--- src/hw/rtl/fmpd_pkg.sv ---
// Shared constants, types and the CORDIC angle table of the FM phase discriminator.
`default_nettype none

package fmpd_pkg;

  localparam int SAMPLE_BITS_DEF   = 16;
  localparam int PHASE_BITS_DEF    = 16;
  localparam int CORDIC_STAGES_DEF = 16;

  localparam int GUARD_BITS = 8;
  localparam int ATAN_DEPTH = 24;
  localparam int RATE_BITS  = 27;
  localparam int ENV_BITS   = 16;
  localparam int GAIN_BITS  = 16;

  localparam logic [GAIN_BITS-1:0] INV_GAIN_Q16 = 16'd39797;
  localparam logic [RATE_BITS-1:0] RATE_RESET   = 27'd40000000;
  localparam logic [31:0]          HALF_TURN    = 32'h8000_0000;

  // Side information that travels down the chain next to each sample.
  typedef struct packed {
    logic zero;
    logic restart;
  } fmpd_tag_t;

  // atan(2^-s) as a fraction of a full turn, scaled by 2^32.
  function automatic logic [31:0] atan_turn32(input int unsigned s);
    logic [31:0] a;
    case (s)
      0:       a = 32'h20000000;
      1:       a = 32'h12E4051E;
      2:       a = 32'h09FB385B;
      3:       a = 32'h051111D4;
      4:       a = 32'h028B0D43;
      5:       a = 32'h0145D7E1;
      6:       a = 32'h00A2F61E;
      7:       a = 32'h00517C55;
      8:       a = 32'h0028BE53;
      9:       a = 32'h00145F2F;
      10:      a = 32'h000A2F98;
      11:      a = 32'h000517CC;
      12:      a = 32'h00028BE6;
      13:      a = 32'h000145F3;
      14:      a = 32'h0000A2FA;
      15:      a = 32'h0000517D;
      16:      a = 32'h000028BE;
      17:      a = 32'h0000145F;
      18:      a = 32'h00000A30;
      19:      a = 32'h00000518;
      20:      a = 32'h0000028C;
      21:      a = 32'h00000146;
      22:      a = 32'h000000A3;
      23:      a = 32'h00000051;
      default: a = 32'h00000000;
    endcase
    return a;
  endfunction

endpackage

`default_nettype wire

--- src/hw/rtl/fmpd_cordic_cell.sv ---
// One vectoring CORDIC micro-rotation cell with its own pipeline register.
`default_nettype none

module fmpd_cordic_cell #(
  parameter int W     = 27,
  parameter int SHIFT = 0
) (
  input  wire logic                clk,
  input  wire logic                rst,
  input  wire logic                in_valid,
  output logic                     in_ready,
  input  wire logic signed [W-1:0] x_in,
  input  wire logic signed [W-1:0] y_in,
  input  wire logic [31:0]         z_in,
  input  wire fmpd_pkg::fmpd_tag_t tag_in,
  output logic                     out_valid,
  input  wire logic                out_ready,
  output logic signed [W-1:0]      x,
  output logic signed [W-1:0]      y,
  output logic [31:0]              z,
  output fmpd_pkg::fmpd_tag_t      tag
);
  import fmpd_pkg::*;

  localparam logic [31:0] ANGLE = atan_turn32(SHIFT);

  logic                valid;
  logic                load;
  logic                y_pos;
  logic signed [W-1:0] dx;
  logic signed [W-1:0] dy;

  assign in_ready  = !valid || out_ready;
  assign load      = in_valid && in_ready;
  assign out_valid = valid;

  always_comb begin
    dx    = y_in >>> SHIFT;
    dy    = x_in >>> SHIFT;
    y_pos = !y_in[W-1] && (y_in != '0);
  end

  always_ff @(posedge clk) begin
    if (rst) begin
      valid <= 1'b0;
    end else if (in_ready) begin
      valid <= in_valid;
    end
  end

  always_ff @(posedge clk) begin
    if (load) begin
      if (y_pos) begin
        x <= x_in + dx;
        y <= y_in - dy;
        z <= z_in + ANGLE;
      end else begin
        x <= x_in - dx;
        y <= y_in + dy;
        z <= z_in - ANGLE;
      end
      tag <= tag_in;
    end
  end

endmodule

`default_nettype wire

--- config.mk ---
export PLATFORM = sky130hd
export DESIGN_NAME = fmpd_cordic_cell
export DESIGN_NICKNAME = d
export VERILOG_FILES = /design/src/hw/rtl/fmpd_pkg.sv /design/src/hw/rtl/fmpd_cordic_cell.sv
export SDC_FILE = /design/constraint.sdc
export NUM_CORES = 1
export LEC_CHECK = 0
export BUFFER_PORTS_ARGS = -buffer_cell sky130_fd_sc_hd__buf_4
export CAP_MARGIN = 20
export CORE_ASPECT_RATIO = 1.2
export CORE_MARGIN = 2
export CORE_UTILIZATION = 40
export DETAILED_ROUTE_END_ITERATION = 10
export GPL_TIMING_DRIVEN = 1
export MAX_ROUTING_LAYER = met4
export REMOVE_ABC_BUFFERS = 1
export SLEW_MARGIN = 20
export SYNTH_ARGS = -nofsm -noshare
export SYNTH_HDL_FRONTEND = slang
export SYNTH_SLANG_ARGS = --single-unit
--- constraint.sdc ---
create_clock -name clk -period 6.35 [get_ports clk]
set_clock_uncertainty 0.15 [all_clocks]
set_input_delay 1.27 -clock clk [delete_from_list [all_inputs] [get_ports clk]]
set_output_delay 1.27 -clock clk [all_outputs]
set_load 0.03 [all_outputs]
==> results.tsv <==
metric	value	unit
outcome	completed	
viasPerCell	5.46	
synthSimpleGateAreaFrac	14.9	%
syn_inst	792	
fin_ws	2100	ps
die_y	151	um
hp-class	flip-flop to flip-flop	
r2r-start	out_valid	
timing.slew.headroom	44.9	%
port_buffers	181	
synth-adder-area-share	14.7	%
syn_area	7200	um2
holdPathStages	2	
insertion_delay	350	ps
drtIter0Drc	426	
reg2reg_slack	4220	ps
finalCriticalPeriod	4250	ps
place.gp.congestion	0.919	
ys_warn_count	0	
fp-row-count	53	
crit_fanout	13	
coreArea	17600	um2
synth_top_family_by_area	compound AO/OA/AOI/OAI gates	
cp-endpoint	x[25]	
cts.sink_count	88	
place_area	8730	um2
yosysSeqAreaShare	36.5	%
path_class	input pin to flip-flop	
power.density	225	nW/um2
grt_setup_unrepaired	false	
synthXorXnorAreaFrac	6.32	%
hold_violations	0	
dp_hpwl	17.0	mm
grt_remaining_overflow	0	
wl_per_cell	18.5	um
fmax	235	MHz
ctsResizeCount	0	
p_leak	4.03	nW
ir_drop	0.000125	V
tightestPinTransition	827	ps
critical_path_arrival	4200	ps
final_common_cell	buf_4	
drc	0	
routed_wl	21.8	mm
reg2reg_to	y[13]	
grt_pass1_vias	6165	
first_pass_iters	5	
drive_above_1_share	22.4	%
nets	1126	
r2r_cells	3	
ctsHoldBuffers	0	
critPathLaunch	y_in[10]	
die_x	127	um
synth_ff_type	edfxtp_1	
initial_utilization	41.0	%
synthArstFlopShare	0	%
setup_tns	0	ps
pin_count	182	
post-route-period-util	66.9	%
vias	6427	
grt_start_max_net_pins	60	
power	2.03	mW
synth_compound_area_share	19.9	%
synthToLayoutAreaGrowth	25.3	%
antennaDiodeCount	0	
grt_use_total	23.1	%
synth-edff-count	87	
cts-root-buf	clkbuf_16	
drv_slew	0	
num-fill-cells	1713	
die_area	19100	um2
clock_path_buffers	2	
final_cell_mix	buf_4, edfxtp_1, a21oi_1	
antenna_found_initial	0	
postCtsSetupBuffers	0	
synth.area.mux_share	1.67	%
cp-end-kind	flip-flop	
startpoint_type	input pin	
ant_nets	0	
cts_max_level	3	
grt_first_pass_wirelength	33.3	mm
setup_viol	0	
final_area	9020	um2
drv_cap	0	
cp.required	6300	ps
cts_buffers	9	
place_ws	1740	ps
clk_pin_slew	80	ps
avgSynthCellArea	9.10	um2
cts_tree	yes	
ys_types	62	
ys_ff_latch	88	
## synth_stat cells (all sizes together), types with 10 or more instances
cell type,count,share of area [%]
edfxtp,87,36
a21oi,84,5.8
inv,79,4.1
ha,78,14
nor2,70,3.6
o21ai,47,3.3
xnor2,37,4.5
nand2,32,1.7
clkbuf,23,1.2
a21o,18,1.9
nor3,17,1.3
nand3,16,1.1
xor2,15,1.8
nand2b,13,1.1
nor2b,13,1.1
buf,12,0.71
mux2i,12,1.7
a31oi,11,0.96
nor4,10,0.87
## worst min path at each step
stage                   start   endpoint  slack, ps
global placement    out_valid  out_valid        370
detailed placement  out_valid  out_valid        380
CTS                 out_valid  out_valid        390
global route        out_valid  out_valid        430
floorplan           out_valid  out_valid        710
finish              out_valid  out_valid        390
## sequential cells by signal, indices dropped and copies added, names as in the netlist
| register | cells |
|---|---|
| out_valid | 1 |
| y | 27 |
| z | 32 |
| tag | 2 |
| x | 26 |
## power by group
part | internal, mW | switching (mW) | leakage, nW
Combinational | 0.279 | 0.466 | 3.04
Sequential | 0.727 | 0.0166 | 0.850
Clock | 0.278 | 0.267 | 0.140
Total | 1.28 | 0.750 | 4.03
## worst max-delay path, stage by stage
cell,delay [ps]
buf_4,140
ha_1,460
or4_1,600
or3_1,350
a211oi_2,170
nor3_2,100
o31a_1,350
o221ai_2,210
nor3_1,70
or4_1,470
## per-stage QoR
step           utilization, %  hold WS, ps  instances
2_1_floorplan               -          710        757
3_3_place_gp             49.7          369       1161
3_5_place_dp             49.7          376       1161
4_1_cts                  51.4          386       1177
5_1_grt                  51.4          425       1177
6_report                 51.4          385       1177
## metal layers
| layer | vias to the layer above | GRT usage, % | share of wire (%) |
|---|---|---|---|
| li1 | 3153 | - | - |
| met1 | 3005 | 29.3 | 43 |
| met2 | 233 | 37.5 | 48 |
| met3 | 36 | 3.85 | 6.0 |
| met4 | 0 | 8.08 | 2.6 |
| met5 | - | - | 0 |
## layout make-up
cell class | count | area [um2] | area share, %
well taps | 220 | 275 | 3.05
clock buffers | 9 | 225 | 2.50
clock inverters | 7 | 73.8 | 0.818
inverters | 79 | 297 | 3.29
multi-input cells | 590 | 4140 | 45.9
repair buffers | 184 | 1380 | 15.3
flip-flops and latches | 88 | 2630 | 29.2
## cells by family after synthesis
kind of cell             Yosys count
AO/OA/AOI/OAI                    229
AND/OR/NAND/NOR                  215
buffers and inverters            114
flip-flops                        88
adder cells (fa/ha/maj)           82
XOR/XNOR                          52
multiplexers                      12
Power figures use the tool's default switching activity.
