--- config.mk ---
export PLATFORM = sky130hd
export DESIGN_NAME = fmpd_post
export DESIGN_NICKNAME = d
export VERILOG_FILES = /design/src/hw/rtl/fmpd_pkg.sv /design/src/hw/rtl/fmpd_post.sv
export SDC_FILE = /design/constraint.sdc
export NUM_CORES = 1
export LEC_CHECK = 0
export BUFFER_PORTS_ARGS = -buffer_cell sky130_fd_sc_hd__buf_2
export CAP_MARGIN = 0
export CORE_MARGIN = 8
export CORE_UTILIZATION = 60
export DETAILED_ROUTE_END_ITERATION = 8
export PLACE_DENSITY_LB_ADDON = 0.25
export SLEW_MARGIN = 20
export SYNTH_ARGS = -nofsm -noshare
export SYNTH_HDL_FRONTEND = slang
export SYNTH_SLANG_ARGS = --single-unit
--- constraint.sdc ---
create_clock -name clk -period 8.8 [get_ports clk]
set_clock_uncertainty 0.15 [all_clocks]
set_input_delay 1.32 -clock clk [delete_from_list [all_inputs] [get_ports clk]]
set_output_delay 1.32 -clock clk [all_outputs]
set_load 0.05 [all_outputs]
--- src/hw/rtl/fmpd_pkg.sv ---
// Shared constants, types and the CORDIC angle table of the FM phase discriminator.
`default_nettype none

package fmpd_pkg;

  localparam int SAMPLE_BITS_DEF   = 16;
  localparam int PHASE_BITS_DEF    = 16;
  localparam int CORDIC_STAGES_DEF = 16;

  localparam int GUARD_BITS = 8;
  localparam int ATAN_DEPTH = 24;
  localparam int RATE_BITS  = 27;
  localparam int ENV_BITS   = 16;
  localparam int GAIN_BITS  = 16;

  localparam logic [GAIN_BITS-1:0] INV_GAIN_Q16 = 16'd39797;
  localparam logic [RATE_BITS-1:0] RATE_RESET   = 27'd40000000;
  localparam logic [31:0]          HALF_TURN    = 32'h8000_0000;

  // Side information that travels down the chain next to each sample.
  typedef struct packed {
    logic zero;
    logic restart;
  } fmpd_tag_t;

  // atan(2^-s) as a fraction of a full turn, scaled by 2^32.
  function automatic logic [31:0] atan_turn32(input int unsigned s);
    logic [31:0] a;
    case (s)
      0:       a = 32'h20000000;
      1:       a = 32'h12E4051E;
      2:       a = 32'h09FB385B;
      3:       a = 32'h051111D4;
      4:       a = 32'h028B0D43;
      5:       a = 32'h0145D7E1;
      6:       a = 32'h00A2F61E;
      7:       a = 32'h00517C55;
      8:       a = 32'h0028BE53;
      9:       a = 32'h00145F2F;
      10:      a = 32'h000A2F98;
      11:      a = 32'h000517CC;
      12:      a = 32'h00028BE6;
      13:      a = 32'h000145F3;
      14:      a = 32'h0000A2FA;
      15:      a = 32'h0000517D;
      16:      a = 32'h000028BE;
      17:      a = 32'h0000145F;
      18:      a = 32'h00000A30;
      19:      a = 32'h00000518;
      20:      a = 32'h0000028C;
      21:      a = 32'h00000146;
      22:      a = 32'h000000A3;
      23:      a = 32'h00000051;
      default: a = 32'h00000000;
    endcase
    return a;
  endfunction

endpackage

`default_nettype wire

--- src/hw/rtl/fmpd_post.sv ---
// Output cell of the CORDIC: phase rounding and the gain-compensation multiply.
`default_nettype none

module fmpd_post #(
  parameter int W          = 27,
  parameter int PHASE_BITS = 16
) (
  input  wire logic                          clk,
  input  wire logic                          rst,
  input  wire logic                          in_valid,
  output logic                               in_ready,
  input  wire logic signed [W-1:0]           x_in,
  input  wire logic [31:0]                   z_in,
  input  wire fmpd_pkg::fmpd_tag_t           tag_in,
  output logic                               out_valid,
  input  wire logic                          out_ready,
  output logic [PHASE_BITS-1:0]              phase,
  output logic [W-1+fmpd_pkg::GAIN_BITS-1:0] mag_prod,
  output logic                               restart
);
  import fmpd_pkg::*;

  localparam int MW = W - 1 + GAIN_BITS;

  logic          valid;
  logic          load;
  logic [31:0]   z_round;
  logic [W-2:0]  x_clamp;

  assign in_ready  = !valid || out_ready;
  assign load      = in_valid && in_ready;
  assign out_valid = valid;

  always_comb begin
    // Round half up to the phase width; the add wraps modulo a full turn.
    z_round = z_in + (32'd1 << (31 - PHASE_BITS));
    x_clamp = x_in[W-1] ? '0 : x_in[W-2:0];
  end

  always_ff @(posedge clk) begin
    if (rst) begin
      valid <= 1'b0;
    end else if (in_ready) begin
      valid <= in_valid;
    end
  end

  always_ff @(posedge clk) begin
    if (load) begin
      phase    <= tag_in.zero ? '0 : z_round[31 -: PHASE_BITS];
      mag_prod <= MW'(x_clamp) * MW'(INV_GAIN_Q16);
      restart  <= tag_in.restart;
    end
  end

endmodule

`default_nettype wire

==> summary.txt <==
Placed cell area: 0.0116 mm²
Clk network pwr share: 0.072
Vias: 7714
Post-synthesis cell count: 1119
DRC viols: 0
# IOs: 126
Clk buf depth: 2
Pre-CTS setup slack: 0.707 ns
Tot Pwr: 4.50 mW
Max_cap viols: 0
IO Port Bufs: 110
CTS tree: built
Layout cell share with drive strength beyond 1: 0.125
Post-layout min period: 7.82 ns
F_max: 128 MHz
H-tree Lvls: 3
Initial Util: 0.608
Critical Path Source Type: input pin
CP endpoint kind: flip-flop
# setup viols final: 0
CTS Buf Count: 9
Hold path startpoint: out_valid
Num rows: 49
DR WL/cell: 15.8 µm
Fin nets: 1584
Final WS setup: 0.978 ns
Internal Power: 2.10 mW
Ys Warns: 0
Clock Latency Late Sink: 0.31 ns
Worst-Margin Slew: 0.892 ns
Routed Wire Length: 22900 µm
First-pass detailed-route iteration total: 5
Top Layer Used: met4
First-pass GRT wire length: 37600 µm
Fin crit share: 0.889
Relative slew slack: 0.404
Die extent in y: 151 µm
Count of state elements after synthesis: 60
Crit path to: mag_prod[39]
LEAKAGE: 6.34 nW
Worst R2R Start: out_valid
Root Buffer: clkbuf_16
Setup crit start: x_in[26]
Gr usage total: 0.207
Setup CP Type: in -> reg
DR WL met3: 939 µm
Pwr Density: 378 mW/mm²
Status: completed
Post-cts gate resize count: 0
Comb pwr share: 0.800
N_diodes: 0
Die ar.: 0.0227 mm²
Worst reg2reg setup slack: 7.15 ns
Initial antenna violation count: 0
Required time worst endpoint: 8.72 ns
P&R area growth vs syn: 9.41%
Hold_ws: 0.357 ns
Syn Area/Cell: 9.73 µm²
Met2 wire len: 11900 µm
Setup TNS: 0 ns
GP Congestion: 0.912
Most frequent cells in the layout: 264 x inv_1, 155 x fa_1, 153 x ha_1
Sw Share: 0.533
Max rail drop VDD: 0.337 mV
Pin count of the biggest net entering global routing: 60
Vias in the first global route: 7954
Die X: 151 µm
Post-synthesis sequential area ratio: 0.165
Wl on met1: 9540 µm
Synthesized area: 0.0109 mm²
Sequential share of power: 0.127
Detailed placement HPWL: 19900 µm
# clock sinks: 60
Most common cell after layout, fill and taps aside: inv_1
Post-synth EDFFs: 59
Total core area: 0.0179 mm²
Filler cells: 1477
Post-route cell area: 0.0119 mm²
Top FF cell, synth: edfxtp_1
Library cells used by synthesis: 56
Class of the tightest hold or removal check: reg -> reg
Critical Path AT: 7.74 ns
Reg2reg end: mag_prod[40]
Worst R2R Path Depth: 3
GR Overflow Total: 0
Post-Syn Nets: 1492
Hold buffers post-CTS: 0
Post-CTS Setup Bufs: 0
Vias per cell: 5.34
Unrepaired setup endpoints after global routing: no
Post-DRT Antenna Nets: 0
Synth async-reset ratio: 0
Final hold viol count: 0
Reg clk slew, reported paths: 0.05 ns
Sw power: 2.40 mW
Slew Viols, Final: 0
DR iter-0 viols: 418
CP Max Fanout: 30
==> power groups by stage <==
stage,clock (mW),sequential (mW),combinational (mW)
after floorplan,0,0.891,2.54
after global placement,0,0.577,3.55
after detailed placement,0,0.580,3.60
after CTS,0.334,0.575,3.63
after global routing,0.346,0.583,4.03
final,0.326,0.573,3.61
==> layout make-up <==
| cell class | count | area (µm²) | share of cell area |
|---|---|---|---|
| clock buffer | 12 | 256 | 0.0215 |
| clock inverter | 4 | 25.0 | 0.00210 |
| inverter | 264 | 991 | 0.0832 |
| multi-input combinational | 758 | 7950 | 0.667 |
| sequential | 60 | 1790 | 0.150 |
| tap | 229 | 287 | 0.0241 |
| timing repair buffer | 118 | 611 | 0.0513 |
==> worst min-delay path by stage <==
stage,to,slack [ns],cells after the start
after floorplan,out_valid,0.96,2
after global placement,out_valid,0.34,2
after detailed placement,out_valid,0.35,2
after CTS,out_valid,0.36,2
after global routing,out_valid,0.40,2
final,out_valid,0.36,2
==> sequential cells by signal, indices dropped and copies added, names as in the netlist <==
name,flops
phase,16
out_valid,1
restart,1
mag_prod,42
==> cells by family (layout without fill, tap and decap cells) <==
logic type,after synthesis,in the layout,synth area share
adders and majority gates,308,308,0.461
buffers and inverters,301,398,0.105
and+or+nand+nor,199,199,0.0927
AOI/OAI and AO/OA,149,149,0.0946
xor gates and xnor gates,102,102,0.0821
DFF,60,60,0.165
==> layer usage <==
metal | vias up | global-route usage
li1 | 3738 | -
met1 | 3771 | 0.255
met2 | 175 | 0.378
met3 | 30 | 0.0207
met4 | 0 | 0.0559
met5 | - | 0
==> per-stage QoR <==
stage,std cells,util
2_1_floorplan,1119,-
3_3_place_gp,1429,0.650
3_5_place_dp,1429,0.650
4_1_cts,1445,0.665
5_1_grt,1445,0.665
6_report,1445,0.665
==> synth_stat cells, drive strengths merged (4+ instances only) <==
cell type,number,area [µm²]
clkbuf,25,93.8
inv,264,991
a211oi,6,50.1
a31o,5,43.8
ha,153,1910
nand2,49,184
o21bai,6,45.0
a21oi,46,230
nor3,5,30.0
nand2b,11,68.8
a21o,35,263
xor2,40,350
buf,12,61.3
o21ai,21,105
and3,8,50.1
fa,155,3100
and2,13,81.3
xnor2,62,543
nand4,13,87.6
nor2,49,184
a31oi,4,25.0
o31ai,4,48.8
edfxtp,59,1770
nor2b,27,169
nand3,17,85.1
==> critical path, cell delays in order <==
cell,delay (ns)
buf_2,0.27
buf_4,0.25
nor2b_1,0.65
a21boi_0,0.28
fa_1,0.58
fa_1,0.51
inv_1,0.05
fa_1,0.50
fa_1,0.49
inv_1,0.05
fa_1,0.47
inv_1,0.04
ha_1,0.39
a21oi_1,0.31
o221ai_1,0.19
a221oi_1,0.39
o41ai_2,0.21
a211oi_2,0.35
o2111ai_1,0.17
a21oi_1,0.20
xnor2_1,0.08
(Power assumes the default switching activity.)
