`config.mk`:
```
export PLATFORM = sky130hd
export DESIGN_NAME = fmpd_disc
export DESIGN_NICKNAME = d
export VERILOG_FILES = /design/src/hw/rtl/fmpd_pkg.sv /design/src/hw/rtl/fmpd_disc.sv
export SDC_FILE = /design/constraint.sdc
export NUM_CORES = 1
export LEC_CHECK = 0
export BUFFER_PORTS_ARGS = -buffer_cell sky130_fd_sc_hd__buf_4
export CAP_MARGIN = 20
export CORE_MARGIN = 1.5
export CORE_UTILIZATION = 64
export CTS_BUF_LIST = sky130_fd_sc_hd__clkbuf_8
export DETAILED_ROUTE_END_ITERATION = 12
export MAX_ROUTING_LAYER = met4
export PLACE_DENSITY = 0.84
export SETUP_SLACK_MARGIN = 0.1
export SYNTH_ARGS = -nofsm -noshare
export SYNTH_HDL_FRONTEND = slang
export SYNTH_SLANG_ARGS = --single-unit
```
`constraint.sdc`:
```
create_clock -name clk -period 10.5 [get_ports clk]
set_input_delay 1.05 -clock clk [delete_from_list [all_inputs] [get_ports clk]]
set_output_delay 1.05 -clock clk [all_outputs]
set_load 0.02 [all_outputs]
```
`src/hw/rtl/fmpd_pkg.sv`:
```
// Shared constants, types and the CORDIC angle table of the FM phase discriminator.
`default_nettype none

package fmpd_pkg;

  localparam int SAMPLE_BITS_DEF   = 16;
  localparam int PHASE_BITS_DEF    = 16;
  localparam int CORDIC_STAGES_DEF = 16;

  localparam int GUARD_BITS = 8;
  localparam int ATAN_DEPTH = 24;
  localparam int RATE_BITS  = 27;
  localparam int ENV_BITS   = 16;
  localparam int GAIN_BITS  = 16;

  localparam logic [GAIN_BITS-1:0] INV_GAIN_Q16 = 16'd39797;
  localparam logic [RATE_BITS-1:0] RATE_RESET   = 27'd40000000;
  localparam logic [31:0]          HALF_TURN    = 32'h8000_0000;

  // Side information that travels down the chain next to each sample.
  typedef struct packed {
    logic zero;
    logic restart;
  } fmpd_tag_t;

  // atan(2^-s) as a fraction of a full turn, scaled by 2^32.
  function automatic logic [31:0] atan_turn32(input int unsigned s);
    logic [31:0] a;
    case (s)
      0:       a = 32'h20000000;
      1:       a = 32'h12E4051E;
      2:       a = 32'h09FB385B;
      3:       a = 32'h051111D4;
      4:       a = 32'h028B0D43;
      5:       a = 32'h0145D7E1;
      6:       a = 32'h00A2F61E;
      7:       a = 32'h00517C55;
      8:       a = 32'h0028BE53;
      9:       a = 32'h00145F2F;
      10:      a = 32'h000A2F98;
      11:      a = 32'h000517CC;
      12:      a = 32'h00028BE6;
      13:      a = 32'h000145F3;
      14:      a = 32'h0000A2FA;
      15:      a = 32'h0000517D;
      16:      a = 32'h000028BE;
      17:      a = 32'h0000145F;
      18:      a = 32'h00000A30;
      19:      a = 32'h00000518;
      20:      a = 32'h0000028C;
      21:      a = 32'h00000146;
      22:      a = 32'h000000A3;
      23:      a = 32'h00000051;
      default: a = 32'h00000000;
    endcase
    return a;
  endfunction

endpackage

`default_nettype wire

```
`src/hw/rtl/fmpd_disc.sv`:
```
// Discriminator cell: phase step, frequency scaling, envelope saturation and output register.
`default_nettype none

module fmpd_disc #(
  parameter int W          = 27,
  parameter int PHASE_BITS = 16
) (
  input  wire logic                                clk,
  input  wire logic                                rst,
  input  wire logic                                cfg_wr_en,
  input  wire logic [fmpd_pkg::RATE_BITS-1:0]      cfg_wr_data,
  input  wire logic                                in_valid,
  output logic                                     in_ready,
  input  wire logic [PHASE_BITS-1:0]               phase,
  input  wire logic [W-1+fmpd_pkg::GAIN_BITS-1:0]  mag_prod,
  input  wire logic                                restart,
  output logic                                     out_valid,
  input  wire logic                                out_ready,
  output logic [fmpd_pkg::RATE_BITS-1:0]           freq_hz,
  output logic [fmpd_pkg::ENV_BITS-1:0]            envelope
);
  import fmpd_pkg::*;

  localparam int MW    = W - 1 + GAIN_BITS;
  localparam int MSH   = GAIN_BITS + GUARD_BITS;
  localparam int MBITS = MW + 1 - MSH;
  localparam int EXT   = MBITS + ENV_BITS;
  localparam int SW    = PHASE_BITS + RATE_BITS;

  logic                  valid;
  logic                  load;
  logic [RATE_BITS-1:0]  rate;
  logic [PHASE_BITS-1:0] prev_phase;
  logic                  first_pending;
  logic [PHASE_BITS-1:0] delta;
  logic [SW-1:0]         scaled;
  logic [MW:0]           mag_sum;
  logic [EXT-1:0]        mag_ext;
  logic [RATE_BITS-1:0]  freq_next;
  logic [ENV_BITS-1:0]   envelope_next;

  assign in_ready  = !valid || out_ready;
  assign load      = in_valid && in_ready;
  assign out_valid = valid;

  always_comb begin
    // The subtraction wraps, which puts the step in [0, 2pi).
    delta     = phase - prev_phase;
    scaled    = SW'(delta) * SW'(rate);
    freq_next = (first_pending || restart) ? '0 : scaled[PHASE_BITS +: RATE_BITS];

    mag_sum       = (MW + 1)'(mag_prod) + ((MW + 1)'(1) << (MSH - 1));
    mag_ext       = EXT'(mag_sum[MW:MSH]);
    envelope_next = (|mag_ext[EXT-1:ENV_BITS]) ? '1 : mag_ext[ENV_BITS-1:0];
  end

  always_ff @(posedge clk) begin
    if (rst) begin
      rate <= RATE_RESET;
    end else if (cfg_wr_en) begin
      rate <= cfg_wr_data;
    end
  end

  always_ff @(posedge clk) begin
    if (rst) begin
      valid         <= 1'b0;
      prev_phase    <= '0;
      first_pending <= 1'b1;
    end else begin
      if (in_ready) begin
        valid <= in_valid;
      end
      if (load) begin
        prev_phase    <= phase;
        first_pending <= 1'b0;
      end
    end
  end

  always_ff @(posedge clk) begin
    if (load) begin
      freq_hz  <= freq_next;
      envelope <= envelope_next;
    end
  end

  a_first_zero: assert property (@(posedge clk) disable iff (rst)
    load && (first_pending || restart) |=> freq_hz == '0)
    else $error("first transaction after reset or restart gave a nonzero frequency");

  a_first_clear: assert property (@(posedge clk) disable iff (rst)
    load |=> !first_pending)
    else $error("first_pending still set after a transaction");

  a_prev_track: assert property (@(posedge clk) disable iff (rst)
    load |=> prev_phase == $past(phase))
    else $error("previous phase did not follow the last transaction");

endmodule

`default_nettype wire

```
==> impl_metrics.env, run 1 <==
export IMPL_status="completed"
export IMPL_final_hold_viol_count=0
export IMPL_clk_pin_slew_worst_paths_ps=100
export IMPL_drv_slew=0
export IMPL_postRouteAntennaNets=0
export IMPL_synth_edf_count=43
export IMPL_path_common_cell="fa_1"
export IMPL_fin_crit_sh=0.905
export IMPL_fmax_ghz=0.105
export IMPL_hold_end="prev_phase[8]"
export IMPL_drive_gt1_frac=0.0859
export IMPL_cts_root_buf="clkbuf_8"
export IMPL_wl_per_cell_um=18.8
export IMPL_synth_avg_cell_area_um2=8.89
export IMPL_cp_depth=32
export IMPL_ys_warnings_count=0
export IMPL_rr_startpoint="prev_phase[0]"
export IMPL_synth_cell_types=69
export IMPL_slowest_stage="fa_1"
export IMPL_grt_ovfl_total=0
export IMPL_postCtsSetupBuffers=0
export IMPL_cts_max_path_buffers=2
export IMPL_reg2reg_depth=30
export IMPL_clk_latency_ps=380
export IMPL_r2r_setup_slack_ps=1460
export IMPL_ys_async_sr_fraction=0
export IMPL_grt_pass1_wl_um=75600
export IMPL_ys_flop_type="dfxtp_1"
export IMPL_fin_tns_setup_ps=0
export IMPL_ctsHoldBuffers=0
export IMPL_dr_pass1_iters=5
export IMPL_max_stage_delay_ps=590
export IMPL_syn_nets=2573
export IMPL_synth_top_area_frac=0.391
export IMPL_cp_arrival_ps=9620
export IMPL_cts_tree="built"
export IMPL_via_per_inst=5.86
export IMPL_r2r_end="freq_hz[25]"
export IMPL_finalWirelength_um=45700
export IMPL_syn_to_final_growth_pct=8.10
export IMPL_synth_area_leaders="fa_1 39%, inv_1 9.5%, ha_1 9.1%"
export IMPL_route_detailed_drc=0
export IMPL_rows=60
export IMPL_antenna_found_initial=0
export IMPL_finalSetupViolCount=0
export IMPL_min_period_ps=9500
export IMPL_vias=14200
export IMPL_yosysSeqAreaShare=0.123
export IMPL_netlist_area_um2=17800
export IMPL_hold_path_class="reg -> reg"
export IMPL_hp_start="prev_phase[8]"
export IMPL_nets=2624
export IMPL_cts_buffers=9
export IMPL_die_h_um=170
export IMPL_rsz0062_at_grt="false"
export IMPL_drt_iter0_markers=1049
export IMPL_worst_pin_slew_ps=1170
export IMPL_grt_pass1_vias=15400
export IMPL_clock_sinks=88
export IMPL_start_kind="primary input"
export IMPL_yosysTopAreaCell="fa_1"
export IMPL_globalplace_congestion=0.944
export IMPL_grt_max_degree=46
export IMPL_ios=136
export IMPL_synth_most_common_cell="inv_1"
export IMPL_dp_hpwl_um=34400
export IMPL_critical_path_required_ps=10620
export IMPL_maxCapViolCount=0
export IMPL_cp_max_fo=16
export IMPL_syn_inst=2005
export IMPL_whs_path_depth=2
export IMPL_start_util=0.656
export IMPL_slew_headroom=0.222
export IMPL_io_buffer_count=112
export IMPL_post_cts_resize_count=0
export IMPL_core_um2=27200
export IMPL_path_delay_family="adder cells"
export IMPL_cp_end_kind="flip-flop"
export IMPL_diodes=0
export IMPL_skew_ps=16.0
export IMPL_cts_max_level=3
export IMPL_ys_seq_elements=88
export IMPL_die_area_um2=28900
export IMPL_grtUsageTotal=0.350
export IMPL_worst_path_buf_inv=7
export IMPL_crit_type="in -> reg"
export IMPL_ys_top_cells_by_count="452 x inv_1, 348 x fa_1, 332 x nand2_1"
export IMPL_die_x_um=170
-- area by class of cell --
class	count	area [µm²]
Clock buffer	9	124
Clock inverter	7	85.1
Fill cell	1996	7900
Inverter	453	1700
Multi-Input combinational cell	1381	13800
Sequential cell	88	2190
Tap cell	372	465
Timing Repair Buffer	123	943
-- per-stage QoR --
stage          worst slack, ps  instance area [µm²]  instances  hold WS [ps]   util
2_1_floorplan             2280                17800       2005           436      -
3_3_place_gp               965                19000       2415           442  0.700
3_5_place_dp               716                19100       2416           447  0.701
4_1_cts                   1090                19300       2432           463  0.709
5_1_grt                    599                19300       2433           478  0.709
6_report                   997                19300       2433           460  0.709
-- logic make-up (layout without fill, tap and decap cells) --
| group | Yosys count | after routing | share of synthesized area |
|---|---|---|---|
| muxes | 22 | 22 | 0.0124 |
| and+or+nand+nor | 682 | 682 | 0.184 |
| xor gates and xnor gates | 38 | 38 | 0.0187 |
| buffers and inverters | 536 | 592 | 0.115 |
| DFF | 88 | 88 | 0.123 |
| adders and majority gates | 477 | 477 | 0.481 |
| AOI/OAI and AO/OA | 162 | 162 | 0.0657 |
-- worst min-delay path, cell delays in order (launching register included) --
cell and delay, ps:
dfxtp_1 320, nand2_1 50, a21oi_1 50
-- worst max-delay path by stage --
| stage | start | to |
|---|---|---|
| 3_5_place_dp | phase[0] | freq_hz[21] |
| 5_1_grt | phase[0] | freq_hz[25] |
| 4_1_cts | phase[0] | freq_hz[21] |
| 3_3_place_gp | phase[0] | freq_hz[25] |
| 2_1_floorplan | phase[0] | freq_hz[25] |
| 6_report | phase[0] | freq_hz[25] |
-- placed cells by master (no fill, tap or decap), drive strengths merged, types with 8 or more instances in the layout --
| cell | Yosys | final |
|---|---|---|
| or3 | 8 | 8 |
| a21oi | 58 | 58 |
| dfxtp | 45 | 45 |
| xnor2 | 22 | 22 |
| o21a | 11 | 11 |
| nor3 | 22 | 22 |
| edfxtp | 43 | 43 |
| o21ai | 23 | 23 |
| inv | 452 | 457 |
| and3 | 9 | 9 |
| nand2 | 332 | 332 |
| ha | 129 | 129 |
| clkbuf | 61 | 9 |
| nor2b | 38 | 38 |
| fa | 348 | 348 |
| nand4 | 13 | 13 |
| nor2 | 67 | 67 |
| xor2 | 16 | 16 |
| and3b | 19 | 19 |
| a211o | 10 | 10 |
| nand2b | 28 | 28 |
| buf | 22 | 123 |
| nand3 | 39 | 39 |
| mux2i | 21 | 21 |
| nand3b | 9 | 9 |
| a21o | 19 | 19 |
| and2 | 84 | 84 |
-- registers in the layout, indices dropped and copies added (netlist names) --
| name | count |
|---|---|
| rate | 27 |
| freq_hz | 27 |
| out_valid | 1 |
| prev_phase | 16 |
| first_pending | 1 |
| envelope | 16 |
-- routing by layer --
layer / part of all wire / track usage
met5: 0 / -
met3: 0.081 / 0.0544
met4: 0.056 / 0.194
met2: 0.51 / 0.592
met1: 0.35 / 0.401
Power of run 1 is left out: the tool's default activity adds up to more than one toggle a clock period on the data nets, which glitch-free logic cannot reach.
==> run 2, diff against run 1 <==
- REMOVE_ABC_BUFFERS: unset -> 1
==> run 2 against run 1 <==
Wire length decreased by 0.34%. Worst hold slack about the same. Die area unchanged. Core utilization about the same. Register-to-register slack about the same. Critical path depth decreased by 1. Largest cell class unchanged. Sequential share of layout area about the same. Setup slack improved by 36 ps.
==> impl_metrics.env, run 2 (same netlist as run 1, synthesis figures left out) <==
export IMPL_antenna_found_initial=0
export IMPL_route_detailed_drc=0
export IMPL_globalplace_congestion=0.907
export IMPL_syn_to_final_growth_pct=8.09
export IMPL_path_common_cell="fa_1"
export IMPL_drt_iter0_markers=1028
export IMPL_die_x_um=170
export IMPL_fmax_ghz=0.106
export IMPL_nets=2627
export IMPL_drive_gt1_frac=0.0858
export IMPL_cp_arrival_ps=9620
export IMPL_layout_commonest_cell="inv_1"
export IMPL_seq_area_um2=2190
export IMPL_die_area_um2=28900
export IMPL_grt_pass1_wl_um=73900
export IMPL_clk_latency_ps=400
export IMPL_clock_sinks=88
export IMPL_min_period_ps=9470
export IMPL_preCtsSetupSlack_ps=836
export IMPL_rsz0062_at_grt="false"
export IMPL_io_buffer_count=112
export IMPL_start_kind="primary input"
export IMPL_cts_root_buf="clkbuf_8"
export IMPL_reg2reg_depth=29
export IMPL_cp_max_fo=27
export IMPL_hold_path_class="reg -> reg"
export IMPL_core_um2=27200
export IMPL_cp_end_kind="flip-flop"
export IMPL_dp_hpwl_um=33800
export IMPL_skew_ps=11.8
export IMPL_postPlaceCellArea_um2=19000
export IMPL_vias=14200
export IMPL_critical_path_required_ps=10650
export IMPL_multi_input_area_um2=13700
export IMPL_rows=60
export IMPL_maxCapViolCount=0
export IMPL_slowest_stage="fa_1"
export IMPL_fin_crit_sh=0.902
export IMPL_via_per_inst=5.84
export IMPL_worst_slack_ps=1030
export IMPL_finalSetupViolCount=0
export IMPL_post_cts_resize_count=0
export IMPL_ios=136
export IMPL_start_util=0.656
export IMPL_wl_per_cell_um=18.7
export IMPL_final_hold_viol_count=0
export IMPL_fillCellCount=2077
export IMPL_finalWirelength_um=45600
export IMPL_grt_max_degree=50
export IMPL_reg_top3="freq_hz: 27 flops, rate: 27 flops"
export IMPL_die_h_um=170
export IMPL_drv_slew=0
export IMPL_postCtsSetupBuffers=0
export IMPL_ctsHoldBuffers=0
export IMPL_whs_path_depth=2
export IMPL_postRouteAntennaNets=0
export IMPL_slew_headroom=0.261
export IMPL_cts_max_level=3
export IMPL_max_stage_delay_ps=590
export IMPL_crit_type="in -> reg"
export IMPL_dr_pass1_iters=6
export IMPL_cts_buffers=9
export IMPL_grt_pass1_vias=15400
export IMPL_grt_ovfl_total=0
export IMPL_cts_max_path_buffers=2
export IMPL_final_cell_mix="453 x inv_1, 348 x fa_1, 332 x nand2_1, 129 x ha_1, 124 x buf_4"
export IMPL_clk_pin_slew_worst_paths_ps=100
export IMPL_worst_pin_slew_ps=1110
export IMPL_cts_tree="built"
export IMPL_fin_tns_setup_ps=0
export IMPL_design_area_um2=19300
export IMPL_status="completed"
export IMPL_grtUsageTotal=0.341
-- run 2: cell count changes in the layout (fill, tap and decap cells not counted), moves of 2 or more --
| cell | before | now |
|---|---|---|
| buf_16 | 0 | 2 |
| inv_6 | 3 | 1 |
| buf_4 | 121 | 124 |
| clkinvlp_4 | 0 | 2 |
-- run 2: final cells by class --
| type | count | area share |
|---|---|---|
| Antenna cell | 1 | 0.000130 |
| Clock buffer | 9 | 0.00643 |
| Clock inverter | 7 | 0.00370 |
| Inverter | 453 | 0.0882 |
| Multi-Input combinational cell | 1381 | 0.712 |
| Sequential cell | 88 | 0.114 |
| Tap cell | 372 | 0.0241 |
| Timing Repair Buffer | 126 | 0.0512 |
-- run 2: critical path: cells and delay by family --
family / cells / cell delay [ps]
adders and majority gates: 9 / 4070
AOI/OAI and AO/OA: 12 / 2850
and+or+nand+nor: 2 / 640
buffers and inverters: 6 / 460
xor gates and xnor gates: 1 / 450
muxes: 1 / 100
-- run 2: worst paths after layout --
kind	from	to	slack [ps]
setup reg to reg	prev_phase[0]	freq_hz[25]	1470
hold / removal	prev_phase[14]	prev_phase[14]	460
hold reg to reg	prev_phase[14]	prev_phase[14]	460
setup / recovery	phase[0]	freq_hz[25]	1030
-- run 2: routing by layer --
| layer | track usage | wire length (µm) | vias to the layer above |
|---|---|---|---|
| li1 | - | - | 6178 |
| met1 | 0.376 | 15500 | 7035 |
| met2 | 0.585 | 23200 | 752 |
| met3 | 0.0507 | 3860 | 261 |
| met4 | 0.212 | 3040 | 0 |
| met5 | - | 0 | - |
-- run 2: through the flow --
stage,utilization,cells,hold WS [ps]
finish,0.709,2437,460
global route,0.709,2436,484
CTS,0.707,2434,462
detailed placement,0.700,2418,447
global placement,0.700,2418,442
floorplan,-,1922,430
Power of run 2 is left out for the same reason.
