<file path="src/hw/rtl/fmpd_pkg.sv">
// Shared constants, types and the CORDIC angle table of the FM phase discriminator.
`default_nettype none

package fmpd_pkg;

  localparam int SAMPLE_BITS_DEF   = 16;
  localparam int PHASE_BITS_DEF    = 16;
  localparam int CORDIC_STAGES_DEF = 16;

  localparam int GUARD_BITS = 8;
  localparam int ATAN_DEPTH = 24;
  localparam int RATE_BITS  = 27;
  localparam int ENV_BITS   = 16;
  localparam int GAIN_BITS  = 16;

  localparam logic [GAIN_BITS-1:0] INV_GAIN_Q16 = 16'd39797;
  localparam logic [RATE_BITS-1:0] RATE_RESET   = 27'd40000000;
  localparam logic [31:0]          HALF_TURN    = 32'h8000_0000;

  // Side information that travels down the chain next to each sample.
  typedef struct packed {
    logic zero;
    logic restart;
  } fmpd_tag_t;

  // atan(2^-s) as a fraction of a full turn, scaled by 2^32.
  function automatic logic [31:0] atan_turn32(input int unsigned s);
    logic [31:0] a;
    case (s)
      0:       a = 32'h20000000;
      1:       a = 32'h12E4051E;
      2:       a = 32'h09FB385B;
      3:       a = 32'h051111D4;
      4:       a = 32'h028B0D43;
      5:       a = 32'h0145D7E1;
      6:       a = 32'h00A2F61E;
      7:       a = 32'h00517C55;
      8:       a = 32'h0028BE53;
      9:       a = 32'h00145F2F;
      10:      a = 32'h000A2F98;
      11:      a = 32'h000517CC;
      12:      a = 32'h00028BE6;
      13:      a = 32'h000145F3;
      14:      a = 32'h0000A2FA;
      15:      a = 32'h0000517D;
      16:      a = 32'h000028BE;
      17:      a = 32'h0000145F;
      18:      a = 32'h00000A30;
      19:      a = 32'h00000518;
      20:      a = 32'h0000028C;
      21:      a = 32'h00000146;
      22:      a = 32'h000000A3;
      23:      a = 32'h00000051;
      default: a = 32'h00000000;
    endcase
    return a;
  endfunction

endpackage

`default_nettype wire

</file>
<file path="src/hw/rtl/fmpd_prerot.sv">
// Input cell: sign extension, guard scaling and half-turn pre-rotation of a sample.
`default_nettype none

module fmpd_prerot #(
  parameter int SAMPLE_BITS = 16,
  parameter int W           = 27
) (
  input  wire logic                         clk,
  input  wire logic                         rst,
  input  wire logic                         in_valid,
  output logic                              in_ready,
  input  wire logic signed [SAMPLE_BITS-1:0] i_sample,
  input  wire logic signed [SAMPLE_BITS-1:0] q_sample,
  input  wire logic                         restart,
  output logic                              out_valid,
  input  wire logic                         out_ready,
  output logic signed [W-1:0]               x,
  output logic signed [W-1:0]               y,
  output logic [31:0]                       z,
  output fmpd_pkg::fmpd_tag_t               tag
);
  import fmpd_pkg::*;

  logic                valid;
  logic                load;
  logic signed [W-1:0] x_ext;
  logic signed [W-1:0] y_ext;

  assign in_ready  = !valid || out_ready;
  assign load      = in_valid && in_ready;
  assign out_valid = valid;

  always_comb begin
    x_ext = W'(i_sample) <<< GUARD_BITS;
    y_ext = W'(q_sample) <<< GUARD_BITS;
  end

  always_ff @(posedge clk) begin
    if (rst) begin
      valid <= 1'b0;
    end else if (in_ready) begin
      valid <= in_valid;
    end
  end

  always_ff @(posedge clk) begin
    if (load) begin
      // A sample in the left half plane is turned by a half turn first.
      if (x_ext[W-1]) begin
        x <= -x_ext;
        y <= -y_ext;
        z <= HALF_TURN;
      end else begin
        x <= x_ext;
        y <= y_ext;
        z <= '0;
      end
      tag.zero    <= (i_sample == '0) && (q_sample == '0);
      tag.restart <= restart;
    end
  end

endmodule

`default_nettype wire

</file>
<file path="config.mk">
export PLATFORM = sky130hd
export DESIGN_NAME = fmpd_prerot
export DESIGN_NICKNAME = d
export VERILOG_FILES = /design/src/hw/rtl/fmpd_pkg.sv /design/src/hw/rtl/fmpd_prerot.sv
export SDC_FILE = /design/constraint.sdc
export NUM_CORES = 1
export LEC_CHECK = 0
export BUFFER_PORTS_ARGS = -buffer_cell sky130_fd_sc_hd__buf_2
export CORE_MARGIN = 2
export CORE_UTILIZATION = 45
export CTS_CLUSTER_SIZE = 16
export DETAILED_ROUTE_END_ITERATION = 12
export GPL_ROUTABILITY_DRIVEN = 0
export PLACE_DENSITY = 0.8
export SLEW_MARGIN = 15
export SYNTH_ARGS = -nofsm -noshare
export SYNTH_HDL_FRONTEND = slang
export SYNTH_SLANG_ARGS = --single-unit
</file>
<file path="constraint.sdc">
create_clock -name clk -period 2.6 [get_ports clk]
set_clock_uncertainty 0.15 [all_clocks]
set_input_delay 0.26 -clock clk [delete_from_list [all_inputs] [get_ports clk]]
set_output_delay 0.26 -clock clk [all_outputs]
set_load 0.05 [all_outputs]
</file>
==> metrics.md, run 1 <==
| Metric | Value |
|---|---|
| Cells after Synth | `205` |
| Quantity of gates resized following cts | `0` |
| Ports | `between 100 and 150` |
| Die H | `77.10 um` |
| MaxCap Viol Count | `0` |
| Status | `complete, no violations` |
| Least-Margin Pin Slew | `between 0.6 and 0.7 ns` |
| Post-layout min period | `1.985 ns` |
| First-pass GRT wire length | `between 7 and 8 mm` |
| Detailed router's first-iteration violation count | `132` |
| CP endpoint kind | `flip-flop` |
| Library cells used by synthesis | `34` |
| Comb pwr share | `0.287` |
| Startpoint types | `primary input` |
| Worst EP required | `roughly 2.5 ns` |
| Hold Vio Cnt, Final | `0` |
| Crit path kind | `primary input to flip-flop` |
| Ys Warns | `0` |
| Min-delay src | `i_sample[0]` |
| Setup_tns | `0 ns` |
| TritonCTS clock tree | `done` |
| Chip width | `~77 um` |
| Syn_area_per_cell | `11.73 sq um` |
| Seq. cell area | `around 0.0013 sq mm` |
| Drt drc | `0` |
| Buffer count from post-CTS setup fixing | `0` |
| GR Util All Layers | `0.1536` |
| Clock latency on the worst-skew pair | `about 0.29 ns` |
| Crit-path max FO | `4` |
| Post-Route WL | `approximately 4.6 mm` |
| Sequential share of power | `0.439` |
| CP startpoint | `q_sample[0]` |
| Register bit total from synthesis | `42` |
| Initial antenna violation count | `0` |
| Hold Crit Class | `primary input to flip-flop` |
| NetSw | `0.0006704 W` |
| Peak VDD IR | `roughly 300 uV` |
| Clock root cell | `clkbuf_8` |
| FMAX | `slightly above 500 MHz` |
| Clock Power Share | `0.274` |
| RSZ-0062 raised after global routing | `false` |
| Layout area overhead | `17.59%` |
| H-tree depth | `2` |
| Final Slew Violations | `0` |
| Tcrit/Tclk final | `0.7635` |
| Core Area | `~0.0051 sq mm` |
| # rows | `26` |
| LEAKAGE | `1.179 nW` |
| EDFF count, synth | `41` |
| PD cells | `between 600 and 700 mW/mm^2` |
| Final HPWL DP | `around 3.5 mm` |
| Initial core utilization | `0.4679` |
| Clk slew on worst S/H paths | `~0.080 ns` |
| R2R Path Start | `out_valid` |
| Net Sw Frac | `0.3587` |
| Antenna viol nets, final | `0` |
| Largest net degree at the start of global routing | `42` |
| Tot Pwr | `roughly 0.0019 W` |
| Number of fill cells | `457` |
| Fraction of layout cells with a size suffix above 1 | `0.3495` |
| Die ar. | `between 0.005 and 0.006 sq mm` |
| Max clock buf depth | `2` |
| Slew headroom | `0.5931` |
| FFs w/ async S/R, synth | `0` |
| Drt pass-1 iters | `4` |
| Quantity of hold-fixing buffers added after cts | `2` |
| Critical path arrival | `1.89 ns` |
| Final setup fails | `0` |
| Via count | `around 1700` |
| Int Pwr | `0.001199 W` |
| Vias in the first global route | `around 1500` |
| Sequential share of the synthesized area | `0.5203` |
| Wire per inst | `roughly 13 um` |
| IO Port Bufs | `79` |
| Final nets | `between 300 and 400` |
| Clock sinks | `between 40 and 50` |
| Post-Synthesis Cell Area | `around 0.0024 sq mm` |
| Gr ovfl total | `0` |
| Vias per inst | `4.727` |
| TritonCTS Buffers | `5` |
| Most used DFF post-synth | `edfxtp_1` |
| Area of the multi-input gates | `918.4 sq um` |
| Antenna diode count | `0` |
## worst paths after layout
path	end	slack, ns	cells past startpoint
setup / recovery	y[24]	0.62	6
hold / removal	x[8]	0.03	1
setup reg to reg	z[31]	1.11	3
hold reg to reg	out_valid	0.37	2
## cells in the mapped netlist (3+ instances only)
| library cell | count | area, sq um |
|---|---|---|
| nor2_1 | 5 | 18.77 |
| clkbuf_1 | 9 | 33.78 |
| o21ai_0 | 6 | 30.03 |
| nand2b_1 | 4 | 25.02 |
| xor2_1 | 6 | 52.55 |
| or4_1 | 5 | 37.54 |
| or2_2 | 3 | 18.77 |
| or3_1 | 4 | 25.02 |
| buf_4 | 47 | 352.8 |
| a21oi_1 | 3 | 15.01 |
| nor4_1 | 4 | 25.02 |
| xnor2_1 | 20 | 175.2 |
| o41ai_1 | 8 | 70.07 |
| edfxtp_1 | 41 | 1231 |
| inv_1 | 5 | 18.77 |
| o31ai_1 | 6 | 45.04 |
| nand2_1 | 6 | 22.52 |
## logic make-up (layout without fill, tap and decap cells)
group                    after synthesis  after routing  share of synthesized area
flip-flops                            42             42                     0.5203
other                                  1             50                   0.001559
AO/OA/AOI/OAI                         30             30                    0.09053
buffers and inverters                 63             98                     0.1748
AND/OR/NAND/NOR                       41             41                     0.1077
adder cells (fa/ha/maj)                2              2                    0.01040
XOR/XNOR                              26             26                    0.09469
## flip-flops by register name, indices dropped and copies added (netlist names)
signal     count
y             19
tag            2
z              1
x             19
out_valid      1
## critical path, stage by stage
cell	delay, ns
buf_2	0.13
inv_1	0.06
ha_1	0.17
or4b_2	0.58
or4_4	0.46
a21bo_2	0.23
## layer usage
metal  track usage  vias to the layer above  wire length, um
li1              -                      808                -
met1        0.1830                      776             1759
met2        0.2649                      106             2279
met3       0.03765                        7              477
met4       0.06429                        0               76
met5             0                        -                0
## layout by cell type (no fill, tap or decap), drive strengths merged, types with 4 or more instances in the layout
cell,count
nand2,6
o31ai,6
clkbuf,6
inv,5
or4,7
xor2,6
conb,50
o21ai,6
nor2,5
edfxtp,41
or3,4
nand2b,4
xnor2,20
buf,82
nor4,5
o41ai,8
## stage by stage
| step | instance area, sq um | hold WS (ns) | std cells | setup slack [ns] | utilization |
|---|---|---|---|---|---|
| after CTS | 2828 | 0.02747 | 359 | 0.6160 | 0.5501 |
| after detailed placement | 2698 | 0.2678 | 349 | 0.2928 | 0.5248 |
| after global routing | 2828 | 0.02001 | 359 | 0.5412 | 0.5501 |
| final | 2828 | 0.03208 | 359 | 0.6150 | 0.5501 |
| after global placement | 2698 | 0.2641 | 349 | 0.3507 | 0.5248 |
| after floorplan | 2589 | 0.1791 | 254 | 0.002576 | - |
## area by class of cell
| cell class | instances | area share |
|---|---|---|
| clock buffers | 6 | 0.02566 |
| clock inverters | 2 | 0.01327 |
| inverters | 6 | 0.007965 |
| multi-input cells | 149 | 0.3248 |
| flip-flops and latches | 42 | 0.4425 |
| well taps | 70 | 0.03097 |
| repair buffers | 84 | 0.1549 |
## power by group through the flow
stage               registers (W)  logic [W]  clock network (W)
finish                   0.000821   0.000537           0.000511
global route             0.000825   0.000564           0.000554
CTS                      0.000821   0.000537           0.000516
detailed placement       0.000837   0.000534                  0
global placement         0.000834   0.000526                  0
floorplan                 0.00101   0.000301                  0
No activity file was read; power rests on OpenSTA's default activity.
==> run 2: changes to the inputs <==
--- a/config.mk
+++ b/config.mk
@@ -7,11 +7,11 @@
 export LEC_CHECK = 0
 export BUFFER_PORTS_ARGS = -buffer_cell sky130_fd_sc_hd__buf_2
 export CORE_MARGIN = 2
-export CORE_UTILIZATION = 45
+export CORE_UTILIZATION = 41
 export CTS_CLUSTER_SIZE = 16
 export DETAILED_ROUTE_END_ITERATION = 12
 export GPL_ROUTABILITY_DRIVEN = 0
-export PLACE_DENSITY = 0.8
+export PLACE_DENSITY = 0.77
 export SLEW_MARGIN = 15
 export SYNTH_ARGS = -nofsm -noshare
 export SYNTH_HDL_FRONTEND = slang
==> constraint.sdc (replaced) <==
create_clock -name clk -period 1.75 [get_ports clk]
set_clock_uncertainty 0.15 [all_clocks]
set_input_delay 0.175 -clock clk [delete_from_list [all_inputs] [get_ports clk]]
set_output_delay 0.175 -clock clk [all_outputs]
set_load 0.05 [all_outputs]
==> run 2 against run 1 <==
Net effect:
- non-clock buffer count grew 31
- sequential power grew 49%
- final cell count grew 9.2%
- sequential share of layout area shrank 4.4 points
- first-iteration DRC count shrank 19%
- via count grew 7.4%
- highest routed layer unchanged
- utilization grew 1.3 points
- die area grew 9.2%
- routed wire length grew 9.4%
==> metrics.md, run 2 (synthesis results as in run 1) <==
| Metric | Value |
|---|---|
| Ports | `127 (unchanged)` |
| Critical path arrival | `1.63 ns (was 1.89 ns)` |
| Crit-path max FO | `3 (was 4)` |
| Chip width | `80.59 um (was 77.10 um)` |
| Fraction of layout cells with a size suffix above 1 | `0.4219 (was 0.3495)` |
| Fin area | `0.003138 sq mm (was 0.002828 sq mm)` |
| # rows | `27 (was 26)` |
| Final HPWL DP | `3.835 mm (was 3.486 mm)` |
| Clk slew on worst S/H paths | `0.08 ns (about the same)` |
| Post-Route WL | `5.023 mm (was 4.592 mm)` |
| Die H | `80.59 um (was 77.10 um)` |
| GR Util All Layers | `0.1497 (was 0.1536)` |
| Via count | `1822 (was 1697)` |
| Detailed router's first-iteration violation count | `107 (was 132)` |
| Crit path kind | `primary input to flip-flop (unchanged)` |
| Reg-to-reg critical path endpoint | `y[21] (was z[31])` |
| Core Area | `0.005574 sq mm (was 0.005140 sq mm)` |
| Drt pass-1 iters | `5 (was 4)` |
| Clock sinks | `42 (unchanged)` |
| Commonest cells after routing, fill and taps aside | `buf_2, conb_1, edfxtp_1, buf_4, xnor2_1 (was buf_2, conb_1, edfxtp_1, xnor2_1, o41ai_1)` |
| TritonCTS Buffers | `5 (unchanged)` |
| Drt drc | `0 (unchanged)` |
| Hold Vio Cnt, Final | `0 (unchanged)` |
| Number of fill cells | `492 (was 457)` |
| Vias per inst | `4.648 (was 4.727)` |
| Dpl ws | `-0.3936 ns (was 0.2928 ns)` |
| Hold EP | `y[11] (was x[8])` |
| Area after DPL | `0.002970 sq mm (was 0.002698 sq mm)` |
| H-tree depth | `2 (unchanged)` |
| Antenna diode count | `0 (unchanged)` |
| Final Slew Violations | `0 (unchanged)` |
| Cell Chain, Critical Path | `buf_12 -> inv_12 -> ha_4 -> or4b_4 -> or4_4 -> a21bo_2 (was buf_2 -> inv_1 -> ha_1 -> or4b_2 -> or4_4 -> a21bo_2)` |
| Hold Path Depth | `2 (was 1)` |
| Clock root cell | `clkbuf_8 (unchanged)` |
| LEAKAGE | `1.347 nW (was 1.179 nW)` |
| Commonest non-fill, non-tap cell in the layout | `buf_2 (unchanged)` |
| Tcrit/Tclk final | `0.9913` |
| Final core occ | `0.5630 (was 0.5501)` |
| PnR worst setup slack | `0.01517 ns (was 0.6150 ns)` |
| PD cells | `853.8 mW/mm^2 (was 661.0 mW/mm^2)` |
| Hold Crit Class | `primary input to flip-flop (unchanged)` |
| Reg2reg setup slack | `0.38 ns (was 1.11 ns)` |
| MaxCap Viol Count | `0 (unchanged)` |
| Max clock buf depth | `2 (unchanged)` |
| Initial antenna violation count | `0 (unchanged)` |
| First-pass GRT wire length | `7.486 mm (was 7.148 mm)` |
| Die ar. | `0.006494 sq mm (was 0.005944 sq mm)` |
| Gr ovfl total | `0 (unchanged)` |
| Final setup fails | `0 (unchanged)` |
| IO Port Bufs | `79 (unchanged)` |
| Peak VDD IR | `446.2 uV (was 292.9 uV)` |
| Clock latency on the worst-skew pair | `0.29 ns (about the same)` |
| Final nets | `358 (was 327)` |
| Crit-path slowest cell | `or4_4 (was or4b_2)` |
| Max incr delay on CP | `0.51 ns (was 0.58 ns)` |
| Family with the most delay on the worst path | `simple AND/OR/NAND/NOR gates (unchanged)` |
| CP endpoint kind | `flip-flop (unchanged)` |
| Wire per inst | `12.81 um (was 12.79 um)` |
| Register-to-Register Path Depth | `3 (unchanged)` |
| TritonCTS clock tree | `done (unchanged)` |
| Buffers & Inverters on Critical Path | `2 (unchanged)` |
| Vias in the first global route | `1654 (was 1501)` |
| Initial core utilization | `0.4314 (was 0.4679)` |
| Layout area overhead | `30.49% (was 17.59%)` |
| FMAX | `roughly 580 MHz` |
| RSZ-0062 raised after global routing | `true (was false)` |
| Antenna viol nets, final | `0 (unchanged)` |
| Worst EP required | `1.64 ns (was 2.51 ns)` |
| Startpoint types | `primary input (unchanged)` |
| R2R Path Start | `out_valid (unchanged)` |
| Largest net degree at the start of global routing | `20 (was 42)` |
| Min-delay src | `q_sample[3] (was i_sample[0])` |
| Post-layout min period | `1.735 ns` |
| Top flop regs | `x: 19 flops, y: 19 flops, tag: 2 flops (unchanged)` |
| Buffer count from post-CTS setup fixing | `0 (unchanged)` |
| Status | `complete, no violations (unchanged)` |
## run 2: changes by cell type in the layout (fill, tap and decap cells not counted), moves of 2 or more
cell           previous run  this run
o41ai_2                   0         3
inv_1                     5         3
dlygate4sd3_1             2         5
buf_4                     3        30
o41ai_1                   8         5
buf_2                    79        77
buf_12                    0         2
## run 2: how the worst max path moves through the flow
stage,startpoint,endpoint,slack [ns],cells after the start
6_report,q_sample[1],y[24],0.02,6
5_1_grt,q_sample[1],y[24],-0.007,6
3_3_place_gp,q_sample[1],y[24],-0.37,6
2_1_floorplan,q_sample[1],y[24],-0.15,5
4_1_cts,q_sample[1],y[24],0.01,6
3_5_place_dp,q_sample[1],y[24],-0.39,6
## run 2: timing repair
action	CTS	global route
cloned	0	0
resized for setup	4	4
setup endpoints to repair	3	3
hold buffers	5	0
hold endpoints to repair	4	0
pin swaps	2	0
## run 2: cell type report
class	count	area (sq um)	share of cell area
clock buffer	6	72.57	0.02313
clock inverter	2	8.758	0.002791
inverter	6	37.54	0.01196
multi-input combinational	149	965.9	0.3078
sequential	42	1251	0.3987
tap	72	90.09	0.02871
timing repair buffer	115	711.9	0.2269
## run 2: power breakdown
group          leakage, nW  internal (W)  switching (W)  total (W)
logic                0.898      0.000211       0.000663   0.000874
registers            0.406       0.00120      0.0000172    0.00122
clock network       0.0426      0.000274       0.000314   0.000588
## run 2: per-layer routing
metal / part of all wire / vias to the layer above / routed length (um) / track usage
met5: 0 / - / 0 / 0
met3: 0.10 / 6 / 501 / 0.02697
met4: 0.013 / 0 / 66 / 0.06271
met1: 0.39 / 842 / 1970 / 0.1774
li1: - / 870 / - / -
met2: 0.49 / 104 / 2485 / 0.2650
## run 2: per-stage QoR
stage	cells	TNS, ns	hold WS [ns]	power (W)
after floorplan	254	-0.4128	0.09407	0.001961
final	392	0	0.07280	0.002679
after detailed placement	379	-3.529	0.1901	0.002096
after CTS	392	0	0.06472	0.002691
after global routing	392	-0.006808	0.06359	0.002798
after global placement	379	-3.009	0.1801	0.002081
==> run 3: changes to the inputs <==
--- a/config.mk
+++ b/config.mk
@@ -6,12 +6,13 @@
 export NUM_CORES = 1
 export LEC_CHECK = 0
 export BUFFER_PORTS_ARGS = -buffer_cell sky130_fd_sc_hd__buf_2
+export CAP_MARGIN = 25
 export CORE_MARGIN = 2
-export CORE_UTILIZATION = 41
+export CORE_UTILIZATION = 45
 export CTS_CLUSTER_SIZE = 16
 export DETAILED_ROUTE_END_ITERATION = 12
 export GPL_ROUTABILITY_DRIVEN = 0
-export PLACE_DENSITY = 0.77
+export PLACE_DENSITY = 0.8
 export SLEW_MARGIN = 15
 export SYNTH_ARGS = -nofsm -noshare
 export SYNTH_HDL_FRONTEND = slang
==> constraint.sdc (replaced) <==
create_clock -name clk -period 2 [get_ports clk]
set_clock_uncertainty 0.15 [all_clocks]
set_input_delay 0.2 -clock clk [delete_from_list [all_inputs] [get_ports clk]]
set_output_delay 0.2 -clock clk [all_outputs]
set_load 0.05 [all_outputs]
==> run 3 against run 2 <==
Net effect:
- utilization is 0.40 points higher
- worst hold slack worse by 0.012 ns
- global-route usage increased by 0.29 points
- register-to-register slack better by 0.17 ns
- first-iteration DRC count fell by 12%
- final cell count down 5.1%
- routed wire length fell by 8.6%
- critical path type unchanged
- largest cell class unchanged
- highest routed layer unchanged
==> metrics.md, run 3 (synthesis results as in run 1) <==
| Metric | Value |
|---|---|
| Status | `complete, no violations (unchanged)` |
| PnR worst setup slack | `0.1550 ns (was 0.01517 ns)` |
| GR Util All Layers | `0.1526 (was 0.1497)` |
| Quantity of gates resized following cts | `0 (was 4)` |
| Vias per inst | `4.661 (was 4.648)` |
| CP endpoint kind | `flip-flop (unchanged)` |
| Detailed router's first-iteration violation count | `94 (was 107)` |
| Reg-to-reg critical path endpoint | `y[10] (was y[21])` |
| Ports | `127 (unchanged)` |
| Register-to-Register Path Depth | `2 (was 3)` |
| Crit path kind | `primary input to flip-flop (unchanged)` |
| R2R Path Start | `out_valid (unchanged)` |
| Slew headroom | `0.6486` |
| Commonest cells after routing, fill and taps aside | `buf_2, conb_1, edfxtp_1, xnor2_1, buf_4 (was buf_2, conb_1, edfxtp_1, buf_4, xnor2_1)` |
| Layout area overhead | `21.18% (was 30.49%)` |
| # rows | `26 (was 27)` |
| H-tree depth | `2 (unchanged)` |
| Final nets | `341 (was 358)` |
| Hold Vio Cnt, Final | `0 (unchanged)` |
| PD cells | `784.7 mW/mm^2 (was 853.8 mW/mm^2)` |
| Initial antenna violation count | `0 (unchanged)` |
| Number of fill cells | `460 (was 492)` |
| Final setup fails | `0 (unchanged)` |
| Die ar. | `0.005944 sq mm (was 0.006494 sq mm)` |
| Chip width | `77.10 um (was 80.59 um)` |
| Wire per inst | `12.34 um (was 12.81 um)` |
| Commonest non-fill, non-tap cell in the layout | `buf_2 (unchanged)` |
| MaxCap Viol Count | `0 (unchanged)` |
| Largest net degree at the start of global routing | `42 (was 20)` |
| Fin area | `0.002914 sq mm (was 0.003138 sq mm)` |
| Clock latency on the worst-skew pair | `0.28 ns (was 0.29 ns)` |
| Core Area | `0.005140 sq mm (was 0.005574 sq mm)` |
| Drt drc | `0 (unchanged)` |
| Crit-path max FO | `3 (unchanged)` |
| Critical path arrival | `1.74 ns (was 1.63 ns)` |
| TritonCTS clock tree | `done (unchanged)` |
| RSZ-0062 raised after global routing | `false (was true)` |
| Clk slew on worst S/H paths | `0.07 ns (was 0.08 ns)` |
| Gr ovfl total | `0 (unchanged)` |
| Clock sinks | `42 (unchanged)` |
| Min-delay src | `q_sample[0] (was q_sample[3])` |
| Antenna diode count | `0 (unchanged)` |
| LEAKAGE | `1.238 nW (was 1.347 nW)` |
| Final Slew Violations | `0 (unchanged)` |
| Post-layout min period | `~1.8 ns` |
| Reg2reg setup slack | `0.55 ns (was 0.38 ns)` |
| Startpoint types | `primary input (unchanged)` |
| Die H | `77.10 um (was 80.59 um)` |
| Via count | `1734 (was 1822)` |
| Worst EP required | `1.89 ns (was 1.64 ns)` |
| Final core occ | `0.5669 (was 0.5630)` |
| Final HPWL DP | `3.436 mm (was 3.835 mm)` |
| Dpl ws | `-0.1576 ns (was -0.3936 ns)` |
| Max clock buf depth | `2 (unchanged)` |
| Initial core utilization | `0.4679 (was 0.4314)` |
| Fraction of layout cells with a size suffix above 1 | `0.3808 (was 0.4219)` |
| Antenna viol nets, final | `0 (unchanged)` |
| Least-Margin Pin Slew | `between 0.5 and 0.6 ns` |
| Hold Crit Class | `primary input to flip-flop (unchanged)` |
| First-pass GRT wire length | `7.134 mm (was 7.486 mm)` |
| Tcrit/Tclk final | `0.9225` |
| IO Port Bufs | `79 (unchanged)` |
| Hold Path Depth | `2 (unchanged)` |
| Hold EP | `y[8] (was y[11])` |
| Top flop regs | `x: 19 flops, y: 19 flops, tag: 2 flops (unchanged)` |
| Post-Route WL | `4.589 mm (was 5.023 mm)` |
| Clock root cell | `clkbuf_8 (unchanged)` |
| Peak VDD IR | `272.0 uV (was 446.2 uV)` |
| Final hold slack | `0.06116 ns (was 0.07280 ns)` |
| CP startpoint | `q_sample[0] (was q_sample[1])` |
| Drt pass-1 iters | `4 (was 5)` |
| TritonCTS Buffers | `5 (unchanged)` |
| Vias in the first global route | `1529 (was 1654)` |
| FMAX | `542.0 MHz` |
| Area after DPL | `0.002795 sq mm (was 0.002970 sq mm)` |
[run 3: cell types whose count changed in the layout (fill, tap and decap cells not counted), moves of 2 or more]
cell,before,now
buf_2,77,79
buf_12,2,0
buf_4,30,15
o41ai_1,5,8
o41ai_2,3,0
[run 3: layer usage]
metal  vias to the layer above  wire length (um)  GRT usage
met2                       111              2405     0.2737
met3                         7               462    0.03059
met5                         -                 0          0
met1                       778              1643     0.1724
li1                        838                 -          -
met4                         0                78    0.07500
[run 3: through the flow]
stage               TNS [ns]  instances  total power (W)
CTS                        0        372         0.002312
floorplan                  0        254         0.001710
finish                     0        372         0.002287
global route               0        372         0.002381
detailed placement   -0.8208        361         0.001797
global placement     -0.6298        361         0.001786
[run 3: worst max-delay path: stages]
cell and delay (ns):
buf_2 0.11, inv_1 0.05, ha_2 0.16, or4b_4 0.44
or4_4 0.56, a21bo_2 0.21
[run 3: worst max-delay path by stage]
stage,to,slack [ns]
2_1_floorplan,y[24],0.02
3_3_place_gp,y[24],-0.13
3_5_place_dp,y[26],-0.16
4_1_cts,y[26],0.16
5_1_grt,x[19],0.05
6_report,y[26],0.15
[run 3: power breakdown]
| group | internal [W] | switching [W] | total (W) |
|---|---|---|---|
| logic | 0.000152 | 0.000565 | 0.000717 |
| registers | 0.00105 | 0.0000153 | 0.00107 |
| clock network | 0.000234 | 0.000270 | 0.000504 |
[run 3: final cells by class]
type	instances	area, sq um	area share
Clock buffer	5	68.82	0.02362
Clock inverter	2	10.01	0.003435
Inverter	6	22.52	0.007729
Multi-Input combinational cell	149	925.9	0.3177
Sequential cell	42	1251	0.4294
Tap cell	70	87.58	0.03006
Timing Repair Buffer	98	548.0	0.1881
[run 3: timing repair]
item	CTS	global route
hold endpoints to repair	3	0
buffers inserted	0	0
hold buffers	4	0
